==> src/hdl/ppbc_pkg.sv <==
// shared types and constants for the ping-pong buffer controller
package ppbc_pkg;

  // fixed field widths of the channel payloads
  localparam int unsigned CMD_W        = 3;
  localparam int unsigned FIELD_LEN_W  = 16;
  localparam int unsigned CHOICE_W     = 2;
  localparam int unsigned LENGTH_BITS_DEF = 16;

  // command codes
  typedef enum logic [CMD_W-1:0] {
    CMD_STOP    = 3'd0,
    CMD_RESTART = 3'd1,
    CMD_DRAIN   = 3'd2,
    CMD_FILL    = 3'd3,
    CMD_REPORT  = 3'd4
  } cmd_t;

  // buffer choice codes
  localparam logic [CHOICE_W-1:0] BUF_NONE   = 2'd0;
  localparam logic [CHOICE_W-1:0] BUF_FIRST  = 2'd1;
  localparam logic [CHOICE_W-1:0] BUF_SECOND = 2'd2;

  // buffer masks, bit 0 is the first buffer
  typedef logic [1:0] mask_t;
  localparam mask_t MASK_NONE = 2'b00;
  localparam mask_t MASK_A    = 2'b01;
  localparam mask_t MASK_B    = 2'b10;
  localparam mask_t MASK_BOTH = 2'b11;

endpackage

==> src/hdl/ppbc_if.sv <==
// valid/ready channel interfaces for commands and results
interface ppbc_cmd_if
  import ppbc_pkg::*;
  ();
  logic                   valid;
  logic                   ready;
  logic [CMD_W-1:0]       command;
  logic [FIELD_LEN_W-1:0] frame_length;
  logic                   frame_is_last;

  modport source (output valid, command, frame_length, frame_is_last, input ready);
  modport sink   (input valid, command, frame_length, frame_is_last, output ready);
endinterface

interface ppbc_res_if
  import ppbc_pkg::*;
  ();
  logic                   valid;
  logic                   ready;
  logic [CHOICE_W-1:0]    buffer_choice;
  logic [FIELD_LEN_W-1:0] out_length;
  logic                   out_last;
  logic                   request_fill;
  logic                   invariant_error;

  modport source (output valid, buffer_choice, out_length, out_last, request_fill,
                  invariant_error, input ready);
  modport sink   (input valid, buffer_choice, out_length, out_last, request_fill,
                  invariant_error, output ready);
endinterface

==> src/hdl/ping_pong_buffer_controller_top.sv <==
// Ping-pong double-buffer controller: takes one command beat per cycle and returns
// one result beat per command. A command is captured in an input register; when the
// output register is free it updates the buffer masks and flags and its result is
// written to the output register, where it is presented until accepted. Both
// registers advance together whenever the output register is empty or being read,
// so the block sustains one command per clock; only a stalled result channel slows
// it. Stored frame lengths keep LENGTH_BITS bits and are returned zero-extended.
module ping_pong_buffer_controller_top
  import ppbc_pkg::*;
#(
  parameter int unsigned LENGTH_BITS = LENGTH_BITS_DEF
) (
  input  logic       clk,
  input  logic       rst_n,
  ppbc_cmd_if.sink   in_ch,
  ppbc_res_if.source out_ch
);

  // input register
  logic                   in_valid_r;
  logic [CMD_W-1:0]       in_cmd_r;
  logic [LENGTH_BITS-1:0] in_len_r;
  logic                   in_last_r;

  // controller state
  mask_t ready_mask_r,    ready_mask_nxt;
  mask_t stale_mask_r,    stale_mask_nxt;
  mask_t draining_mask_r, draining_mask_nxt;
  mask_t filling_mask_r,  filling_mask_nxt;
  logic  halted_r,        halted_nxt;
  logic  final_r,         final_nxt;
  logic [LENGTH_BITS-1:0] stored_len_r [2];
  logic                   stored_last_r [2];

  // output register
  logic                   out_valid_r;
  logic [CHOICE_W-1:0]    out_choice_r, out_choice_nxt;
  logic [FIELD_LEN_W-1:0] out_len_r,    out_len_nxt;
  logic                   out_last_r,   out_last_nxt;
  logic                   out_req_r,    out_req_nxt;
  logic                   out_err_r,    out_err_nxt;

  logic out_free;
  logic advance;
  logic store_en;
  logic store_idx;
  logic drain_idx;
  cmd_t cmd;

  // pipeline flow control
  assign out_free    = !out_valid_r || out_ch.ready;
  assign advance     = in_valid_r && out_free;
  assign in_ch.ready = !in_valid_r || out_free;
  assign cmd         = cmd_t'(in_cmd_r);
  assign drain_idx   = ready_mask_r[0] ? 1'b0 : 1'b1;
  assign store_idx   = filling_mask_r[0] ? 1'b0 : 1'b1;

  // command decode and state update
  always_comb begin
    ready_mask_nxt    = ready_mask_r;
    stale_mask_nxt    = stale_mask_r;
    draining_mask_nxt = draining_mask_r;
    filling_mask_nxt  = filling_mask_r;
    halted_nxt        = halted_r;
    final_nxt         = final_r;
    out_choice_nxt    = BUF_NONE;
    out_len_nxt       = '0;
    out_last_nxt      = 1'b0;
    out_req_nxt       = 1'b0;
    out_err_nxt       = 1'b0;
    store_en          = 1'b0;
    case (cmd)
      CMD_STOP: begin
        ready_mask_nxt   = MASK_NONE;
        filling_mask_nxt = MASK_NONE;
        stale_mask_nxt   = ~draining_mask_r;
        halted_nxt       = 1'b1;
      end
      CMD_RESTART: begin
        ready_mask_nxt   = MASK_NONE;
        filling_mask_nxt = MASK_NONE;
        stale_mask_nxt   = ~draining_mask_r;
        halted_nxt       = 1'b0;
        final_nxt        = 1'b0;
      end
      CMD_DRAIN: begin
        out_err_nxt    = (draining_mask_r == MASK_BOTH);
        stale_mask_nxt = stale_mask_r | draining_mask_r;
        if (final_r) begin
          out_last_nxt = 1'b1;
          final_nxt    = 1'b0;
          halted_nxt   = 1'b1;
        end else begin
          if (ready_mask_r == MASK_BOTH) begin
            out_err_nxt = 1'b1;
          end
          if (ready_mask_r == MASK_NONE) begin
            draining_mask_nxt = MASK_NONE;
          end else begin
            draining_mask_nxt = drain_idx ? MASK_B : MASK_A;
            ready_mask_nxt    = ready_mask_r & ~draining_mask_nxt;
            out_choice_nxt    = drain_idx ? BUF_SECOND : BUF_FIRST;
            out_len_nxt       = FIELD_LEN_W'(stored_len_r[drain_idx]);
            out_last_nxt      = stored_last_r[drain_idx];
            final_nxt         = stored_last_r[drain_idx];
          end
          out_req_nxt = !(final_nxt || halted_r || stale_mask_nxt == MASK_NONE);
        end
      end
      CMD_FILL: begin
        out_err_nxt = (draining_mask_r == MASK_BOTH);
        if (ready_mask_r == MASK_BOTH || filling_mask_r != MASK_NONE) begin
          out_choice_nxt = BUF_NONE;
        end else if (stale_mask_r[0]) begin
          stale_mask_nxt   = stale_mask_r & ~MASK_A;
          filling_mask_nxt = MASK_A;
          out_choice_nxt   = BUF_FIRST;
        end else if (stale_mask_r[1]) begin
          stale_mask_nxt   = stale_mask_r & ~MASK_B;
          filling_mask_nxt = MASK_B;
          out_choice_nxt   = BUF_SECOND;
        end
      end
      CMD_REPORT: begin
        if (filling_mask_r == MASK_NONE) begin
          out_err_nxt = 1'b1;
        end else begin
          out_err_nxt      = (filling_mask_r == MASK_BOTH);
          ready_mask_nxt   = ready_mask_r | filling_mask_r;
          filling_mask_nxt = MASK_NONE;
          store_en         = 1'b1;
        end
      end
      default: begin
      end
    endcase
  end

  // input register
  always_ff @(posedge clk) begin
    if (!rst_n) begin
      in_valid_r <= 1'b0;
    end else if (in_ch.ready) begin
      in_valid_r <= in_ch.valid;
    end
    if (in_ch.valid && in_ch.ready) begin
      in_cmd_r  <= in_ch.command;
      in_len_r  <= in_ch.frame_length[LENGTH_BITS-1:0];
      in_last_r <= in_ch.frame_is_last;
    end
  end

  // controller state registers
  always_ff @(posedge clk) begin
    if (!rst_n) begin
      ready_mask_r    <= MASK_NONE;
      stale_mask_r    <= MASK_BOTH;
      draining_mask_r <= MASK_NONE;
      filling_mask_r  <= MASK_NONE;
      halted_r        <= 1'b1;
      final_r         <= 1'b0;
    end else if (advance) begin
      ready_mask_r    <= ready_mask_nxt;
      stale_mask_r    <= stale_mask_nxt;
      draining_mask_r <= draining_mask_nxt;
      filling_mask_r  <= filling_mask_nxt;
      halted_r        <= halted_nxt;
      final_r         <= final_nxt;
    end
  end

  // per-buffer frame length and last mark
  always_ff @(posedge clk) begin
    if (advance && store_en) begin
      stored_len_r[store_idx]  <= in_len_r;
      stored_last_r[store_idx] <= in_last_r;
    end
  end

  // output register
  always_ff @(posedge clk) begin
    if (!rst_n) begin
      out_valid_r <= 1'b0;
    end else if (out_free) begin
      out_valid_r <= in_valid_r;
    end
    if (advance) begin
      out_choice_r <= out_choice_nxt;
      out_len_r    <= out_len_nxt;
      out_last_r   <= out_last_nxt;
      out_req_r    <= out_req_nxt;
      out_err_r    <= out_err_nxt;
    end
  end

  assign out_ch.valid           = out_valid_r;
  assign out_ch.buffer_choice   = out_choice_r;
  assign out_ch.out_length      = out_len_r;
  assign out_ch.out_last        = out_last_r;
  assign out_ch.request_fill    = out_req_r;
  assign out_ch.invariant_error = out_err_r;

  // at most one buffer is ever being filled, and at most one is ever being drained
  a_masks_onehot: assert property (@(posedge clk) disable iff (!rst_n)
    $onehot0(filling_mask_r) && $onehot0(draining_mask_r))
    else $error("filling or draining mask holds both buffers");

  // a fill request never comes with a final frame
  a_req_not_last: assert property (@(posedge clk) disable iff (!rst_n)
    out_valid_r && out_req_r |-> !out_last_r)
    else $error("fill requested together with last frame");

  // a length is returned only with a buffer choice
  a_len_has_choice: assert property (@(posedge clk) disable iff (!rst_n)
    out_valid_r && out_len_r != '0 |-> out_choice_r != BUF_NONE)
    else $error("length returned without a buffer");

  // result register updates only when the previous result was taken
  a_out_hold: assert property (@(posedge clk) disable iff (!rst_n)
    out_valid_r && !out_ch.ready |=> out_valid_r && $stable(out_choice_r)
      && $stable(out_len_r))
    else $error("stalled result changed");

endmodule
==> src/flat_wrapper.sv <==
// flat-port wrapper written by rule: the top's interface ports become plain ports
module ping_pong_buffer_controller_top_flat import ppbc_pkg::*;
#(
  parameter int unsigned LENGTH_BITS = LENGTH_BITS_DEF
)
  (clk, rst_n, in_ch_valid, in_ch_command, in_ch_frame_length, in_ch_frame_is_last, in_ch_ready, out_ch_valid, out_ch_buffer_choice, out_ch_out_length, out_ch_out_last, out_ch_request_fill, out_ch_invariant_error, out_ch_ready);
  ppbc_cmd_if in_ch_i ();
  ppbc_res_if out_ch_i ();
  input  logic clk;
  input  logic rst_n;
  input wire logic [$bits(in_ch_i.valid)-1:0] in_ch_valid;
  input wire logic [$bits(in_ch_i.command)-1:0] in_ch_command;
  input wire logic [$bits(in_ch_i.frame_length)-1:0] in_ch_frame_length;
  input wire logic [$bits(in_ch_i.frame_is_last)-1:0] in_ch_frame_is_last;
  output wire logic [$bits(in_ch_i.ready)-1:0] in_ch_ready;
  output wire logic [$bits(out_ch_i.valid)-1:0] out_ch_valid;
  output wire logic [$bits(out_ch_i.buffer_choice)-1:0] out_ch_buffer_choice;
  output wire logic [$bits(out_ch_i.out_length)-1:0] out_ch_out_length;
  output wire logic [$bits(out_ch_i.out_last)-1:0] out_ch_out_last;
  output wire logic [$bits(out_ch_i.request_fill)-1:0] out_ch_request_fill;
  output wire logic [$bits(out_ch_i.invariant_error)-1:0] out_ch_invariant_error;
  input wire logic [$bits(out_ch_i.ready)-1:0] out_ch_ready;
  assign in_ch_i.valid = in_ch_valid;
  assign in_ch_i.command = in_ch_command;
  assign in_ch_i.frame_length = in_ch_frame_length;
  assign in_ch_i.frame_is_last = in_ch_frame_is_last;
  assign in_ch_ready = in_ch_i.ready;
  assign out_ch_valid = out_ch_i.valid;
  assign out_ch_buffer_choice = out_ch_i.buffer_choice;
  assign out_ch_out_length = out_ch_i.out_length;
  assign out_ch_out_last = out_ch_i.out_last;
  assign out_ch_request_fill = out_ch_i.request_fill;
  assign out_ch_invariant_error = out_ch_i.invariant_error;
  assign out_ch_i.ready = out_ch_ready;
  ping_pong_buffer_controller_top #(.LENGTH_BITS(LENGTH_BITS)) u_core (.clk(clk), .rst_n(rst_n), .in_ch(in_ch_i), .out_ch(out_ch_i));
endmodule
==> config.mk <==
export PLATFORM = sky130hd
export DESIGN_NAME = ping_pong_buffer_controller_top_flat
export DESIGN_NICKNAME = d
export VERILOG_FILES = /design/src/hdl/ppbc_pkg.sv /design/src/hdl/ppbc_if.sv /design/src/hdl/ping_pong_buffer_controller_top.sv /design/src/flat_wrapper.sv
export SDC_FILE = /design/constraint.sdc
export NUM_CORES = 1
export LEC_CHECK = 0
export BUFFER_PORTS_ARGS = -buffer_cell sky130_fd_sc_hd__clkbuf_2
export CAP_MARGIN = 15
export CORE_MARGIN = 5
export CORE_UTILIZATION = 60
export DETAILED_ROUTE_END_ITERATION = 12
export HOLD_SLACK_MARGIN = 0.12
export PLACE_DENSITY_LB_ADDON = 0.3
export SLEW_MARGIN = 5
export SYNTH_ARGS = -nofsm -noshare
export SYNTH_HDL_FRONTEND = slang
export SYNTH_SLANG_ARGS = --single-unit
==> constraint.sdc <==
create_clock -name clk -period 6 [get_ports clk]
set_input_delay 0.6 -clock clk [delete_from_list [all_inputs] [get_ports clk]]
set_output_delay 0.6 -clock clk [all_outputs]
set_load 0.1 [all_outputs]
---- Word-level counts from Yosys, hierarchy flattened ----
Memory sizes are Yosys's and may differ from the RTL's. A register that Yosys moved wholly into a read port is not among the register bits.
Cells that the tools add are included.
word-level totals
  output and inout bits ................... 23
  memories ................................ 2
  input bits .............................. 24
  bits in writable memories ............... 34
  logic and storage cells ................. 107
  register bits after elaboration ......... 37
cells by class
  equality and inequality tests ........... 14
  reduce and logical (&&, ||, !) cells .... 31
  bitwise operators ....................... 7
  muxes and demuxes ....................... 37
memories
  memory                depth  width  rd ports  clocked after Yosys merged registers in  write ports  line                                   RTL
  u_core.stored_len_r   2      16     1         1                                        1            ping_pong_buffer_controller_top.sv:32  logic [LENGTH_BITS-1:0] stored_len_r [2];
  u_core.stored_last_r  2      1      1         0                                        1            ping_pong_buffer_controller_top.sv:33  logic stored_last_r [2];
operator list
  kind                count
  $mux 2              15
  $pmux 2 s3          3
  $mux 1              15
  $reduce_bool 3->1   4
  $ne 2x2->1 const B  5
  $reduce_and 5->1    2
  $reduce_and 3->1    3
  $eq 2x2->1 const B  3
  $eq 3x2->1 const B  2
  $logic_not 2->1     3
  $pmux 1 s3          2
  $logic_or 1x1->1    5
  $not 2->2           2
  $or 2x2->2          2
  $pmux 2 s2          1
  $reduce_and 4->1    1
  $reduce_bool 2->1   2
  $reduce_or 2->1     2
  $eq 3x1->1 const B  1
  $eq 3x3->1 const B  1
  $logic_and 1x1->1   3
  $logic_not 1->1     3
  $logic_not 3->1     1
  $ne 3x1->1 const B  1
  other kinds (6)     7

---- Logic depth before layout (Yosys ltp) ----
An unclocked memory read counts as a cell.
  depth in word-level cells ............... 8
  depth in mapped cells ................... 6

---- Worst setup path before layout ----
No wires, ideal clock.
  path kind ............................... register -> register
  start ................................... reg u_core.out_valid_r (netlist: u_core.out_ch.valid)
  end ..................................... mem u_core.stored_last_r[0], enable pin
  path slack .............................. 2.999 ns
  stages on the path, launching flop included .. 6
  data required time ...................... 5.610 ns
  period minus slack after synthesis ...... 3.001 ns
  arrival time ............................ 2.610 ns
  cells stage by stage .................... dfxtp_1 -> nand2b_1 -> and2_1 -> buf_2 -> or4b_1 -> nor2_1
between the ends
  word-level cells in the longest chain between the ends .. 6
ends and longest elaborated chain
  element                       line                                    RTL
  start, declared               ping_pong_buffer_controller_top.sv:36   logic out_valid_r;
  start signal, assigned        ping_pong_buffer_controller_top.sv:185  out_valid_r <= in_valid_r;
  $logic_not 1->1               ping_pong_buffer_controller_top.sv:51   assign out_free = !out_valid_r || out_ch.ready;
  $logic_or 1x1->1              ping_pong_buffer_controller_top.sv:51
  $logic_and 1x1->1             ping_pong_buffer_controller_top.sv:52   assign advance = in_valid_r && out_free;
  via u_core.advance            ping_pong_buffer_controller_top.sv:44   logic advance;
  $logic_and 1x1->1             ping_pong_buffer_controller_top.sv:174  if (advance && store_en) begin
  $mux 1                        ping_pong_buffer_controller_top.sv:174
  $mux 1 (not written as such)  ping_pong_buffer_controller_top.sv:176  stored_last_r[store_idx] <= in_last_r;
  end, declared                 ping_pong_buffer_controller_top.sv:33
The timed path passes the listed nets, and every way through them passes these cells.

---- Worst setup path after layout ----
  start ................................... in out_ch_ready
  end ..................................... mem u_core.stored_len_r[0][6] (netlist name), enable pin
between the ends
  word-level cells in the longest chain between the ends .. 5
ends and longest elaborated chain
  element                       line                                    RTL
  start, declared               flat_wrapper.sv:22                      input wire logic [$bits(out_ch_i.ready)-1:0] out_ch_ready;
  $logic_or 1x1->1              ping_pong_buffer_controller_top.sv:51
  $logic_and 1x1->1             ping_pong_buffer_controller_top.sv:52
  $logic_and 1x1->1             ping_pong_buffer_controller_top.sv:174
  $mux 1                        ping_pong_buffer_controller_top.sv:174
  $mux 1 (not written as such)  ping_pong_buffer_controller_top.sv:175  stored_len_r[store_idx] <= in_len_r;
  end, declared                 ping_pong_buffer_controller_top.sv:32
No other way between the ends.

==> flow_summary.toml <==
[power_and_ir_drop]
switching_share_pct = 22.90
seq_power_share_pct = 59.9
switchingPower_uw = 260.8
power_density_nw_per_um2 = 300.4
ir_drop_v = 0.0001975
power_frac_comb_pct = 7.0
internal_power_uw = 878.3
p_leak_nw = 1.348
clkPwrFrac_pct = 33.1

[critical_path]
cp_max_fo = 25
crit_required_ns = 5.97
crit_chain = "clkbuf_2 -> nand2b_1 -> and2_1 -> or4b_1 -> nor2_2"
crit_arrival_ns = 2.92
worst_path_largest_cell_delay_ns = 0.85
setup.worst_path.start_class = "input port"
endpoint_kind = "flop"
critical_path_class = "input port to flop"
slowest_stage = "and2_1"
critical_path.top_delay_family = "simple AND/OR/NAND/NOR gates"
r2r_setup_slack_ns = 3.09
path_buf_inv = 1

[min_path]
hp-class = "input port to flop"

[timing]
worst_pin_slew_ns = 1.079
slew_violations = 0
skew_ns = 0.007619
slew_headroom_pct = 28.05
rsz0062_at_grt = "no"
finalWorstSetupSlack_ns = 3.050
setup_tns_ns = 0
finalHoldViolations = 0
fin_crit_ns = 2.950
max_freq_mhz = 339.0
finalSetupViolCount = 0
finalCritPeriodShare_pct = 49.17

[cts]
clk_latency_ns = 0.35
cts-root-buf = "clkbuf_8"
cts_tree = "built"
htree_levels = 3
cts_buffer_depth = 2
clock-sinks = 87
clkTransAtPathRegs_ns = 0.08
cts.repair.resized = 0
cts_setup_buffers = 0
holdBufCountCts = 0
numCtsBuffers = 9

[global_route]
grt-ovfl-total = 0
grt_first_pass_wirelength_um = 8473
grt_max_degree = 26
globalRouteTotalUtil_pct = 15.77
antenna_found_initial = 0
grt_pass1_vias = 1722

[routing]
routed_wirelength_um = 5285
vias_per_cell = 5.522
drcViolationCount = 0
num_vias = 1905
ant_nets = 0
first_iter_violations = 145
drt_pass1_iterations = 4
avgRoutedWirePerCell_um = 15.32

[run]
maxCapViolCount = 0

[placement]
port_buffers = 46
gp_congestion = 0.8331
place_hpwl_um = 3538
pre_cts_ws_ns = 2.635

[yosys]
yosys_most_used_dff = "edfxtp_1"
synth_warnings = 0
synth_area_per_cell_um2 = 15.16
synth_seq_cells = 87
async_flop_share_pct = 0
synth_area_um2 = 3334
synth_top_area_cell = "edfxtp_1"
synth_area_leaders = "edfxtp_1 68%, dfxtp_1 7.2%, mux2i_1 6.0%, nor2_1 3.5%, o21ai_0 1.5%"
synth_fp_nets = 245
synth_cell_types = 41
synth_top_area_share_pct = 67.54
synth_cells = 220
synth_most_common_cell = "edfxtp_1"
synth-edff-count = 75
ys_seq_area_share_pct = 74.75
synth_commonest_cells = "75 x edfxtp_1, 31 x nor2_1, 20 x mux2i_1, 12 x dfxtp_1, 10 x o21ai_0"

[floorplan]
io_pins = 47
die_w_um = 84.55
dieArea_um2 = 7149
coreArea_um2 = 5439
initial_utilization_pct = 61.31
die_h_um = 84.55
fp-row-count = 27

[final_layout]
nFillCells = 390
drive_gt1_share_pct = 24.54
regArea_um2 = 2492
area_growth_pct = 13.73
antenna_cells = 0
multi_input_area_um2 = 768.2
nets = 293

[status]
status = "finished, final reports clean"
power groups by stage:
stage	clock network [mW]	logic (mW)	registers (mW)
floorplan	0	0.0205	0.735
global placement	0	0.0784	0.695
detailed placement	0	0.0796	0.696
CTS	0.385	0.0798	0.682
global route	0.417	0.0828	0.684
finish	0.378	0.0792	0.682
worst register-to-register path, stage by stage, from the launching register on:
cell	delay, ns
dfxtp_1	0.40
and2_1	0.87
or4b_1	0.58
nor2_2	0.69
cell usage in the layout (no fill, tap or decap), drive strengths merged, types with 2 or more instances in the layout:
master,Yosys,routed
a21oi,4,4
a31oi,4,4
a32oi,3,3
and2,3,3
clkbuf,4,56
clkinv,1,6
dfxtp,12,12
edfxtp,75,75
inv,3,3
mux2i,20,20
nand2,9,9
nand2b,4,4
nand3,4,4
nor2,31,31
nor2b,3,3
nor3,4,4
o21ai,10,10
o32ai,2,2
or2,2,2
flip-flops by register name (all words and copies together) (netlist names):
signal,count
u_core.cmd,3
u_core.out_ch.out_last,1
u_core.out_ch.invariant_error,1
u_core.out_ch.buffer_choice,2
u_core.draining_mask_r,2
u_core.stored_len_r,32
u_core.in_last_r,1
u_core.out_ch.valid,1
u_core.stale_mask_r,2
u_core.filling_mask_r,2
u_core.stored_last_r,2
u_core.out_ch.out_length,16
u_core.in_valid_r,1
u_core.final_r,1
u_core.in_len_r,16
u_core.halted_r,1
u_core.out_ch.request_fill,1
u_core.ready_mask_r,2
logic make-up after synthesis:
logic type,Yosys count,share of synthesized area (%)
flip-flops,87,74.75
buffers and inverters,14,2.364
AND/OR/NAND/NOR,65,9.794
multiplexers,20,6.004
adder cells (fa/ha/maj),1,0.3752
AO/OA/AOI/OAI,33,6.717
through the flow:
step | util [%] | instances | power [mW] | area (µm²) | hold WS (ns)
2_1_floorplan | - | 220 | 0.7551 | 3334 | 0.4215
3_3_place_gp | 66.25 | 329 | 0.7735 | 3603 | 0.4240
3_5_place_dp | 66.25 | 329 | 0.7754 | 3603 | 0.4310
4_1_cts | 69.73 | 345 | 1.147 | 3792 | 0.4073
5_1_grt | 69.73 | 345 | 1.184 | 3792 | 0.3894
6_report | 69.73 | 345 | 1.139 | 3792 | 0.4234
worst paths after layout:
path,start,end,depth (start not counted)
worst min register to register,u_core.in_len_r[11],u_core.stored_len_r[1][11],0
worst max-delay path,out_ch_ready,u_core.stored_len_r[0][6],5
worst min-delay path,in_ch_frame_length[15],u_core.in_len_r[15],1
worst max register to register,u_core.in_valid_r,u_core.stored_len_r[0][6],3
metal layers:
layer	vias up	track usage, %	wire length [µm]
met5	-	0	0
met4	0	4.317	50
met3	5	6.968	456
met2	72	24.48	2534
met1	908	20.39	2244
li1	920	-	-
layout make-up:
type	instances	share of cell area [%]
clock inverters	6	1.617
multi-input cells	119	20.26
flip-flops and latches	87	65.72
repair buffers	47	6.269
clock buffers	10	3.365
well taps	72	2.375
inverters	4	0.3959
Power figures use the tool's default switching activity.
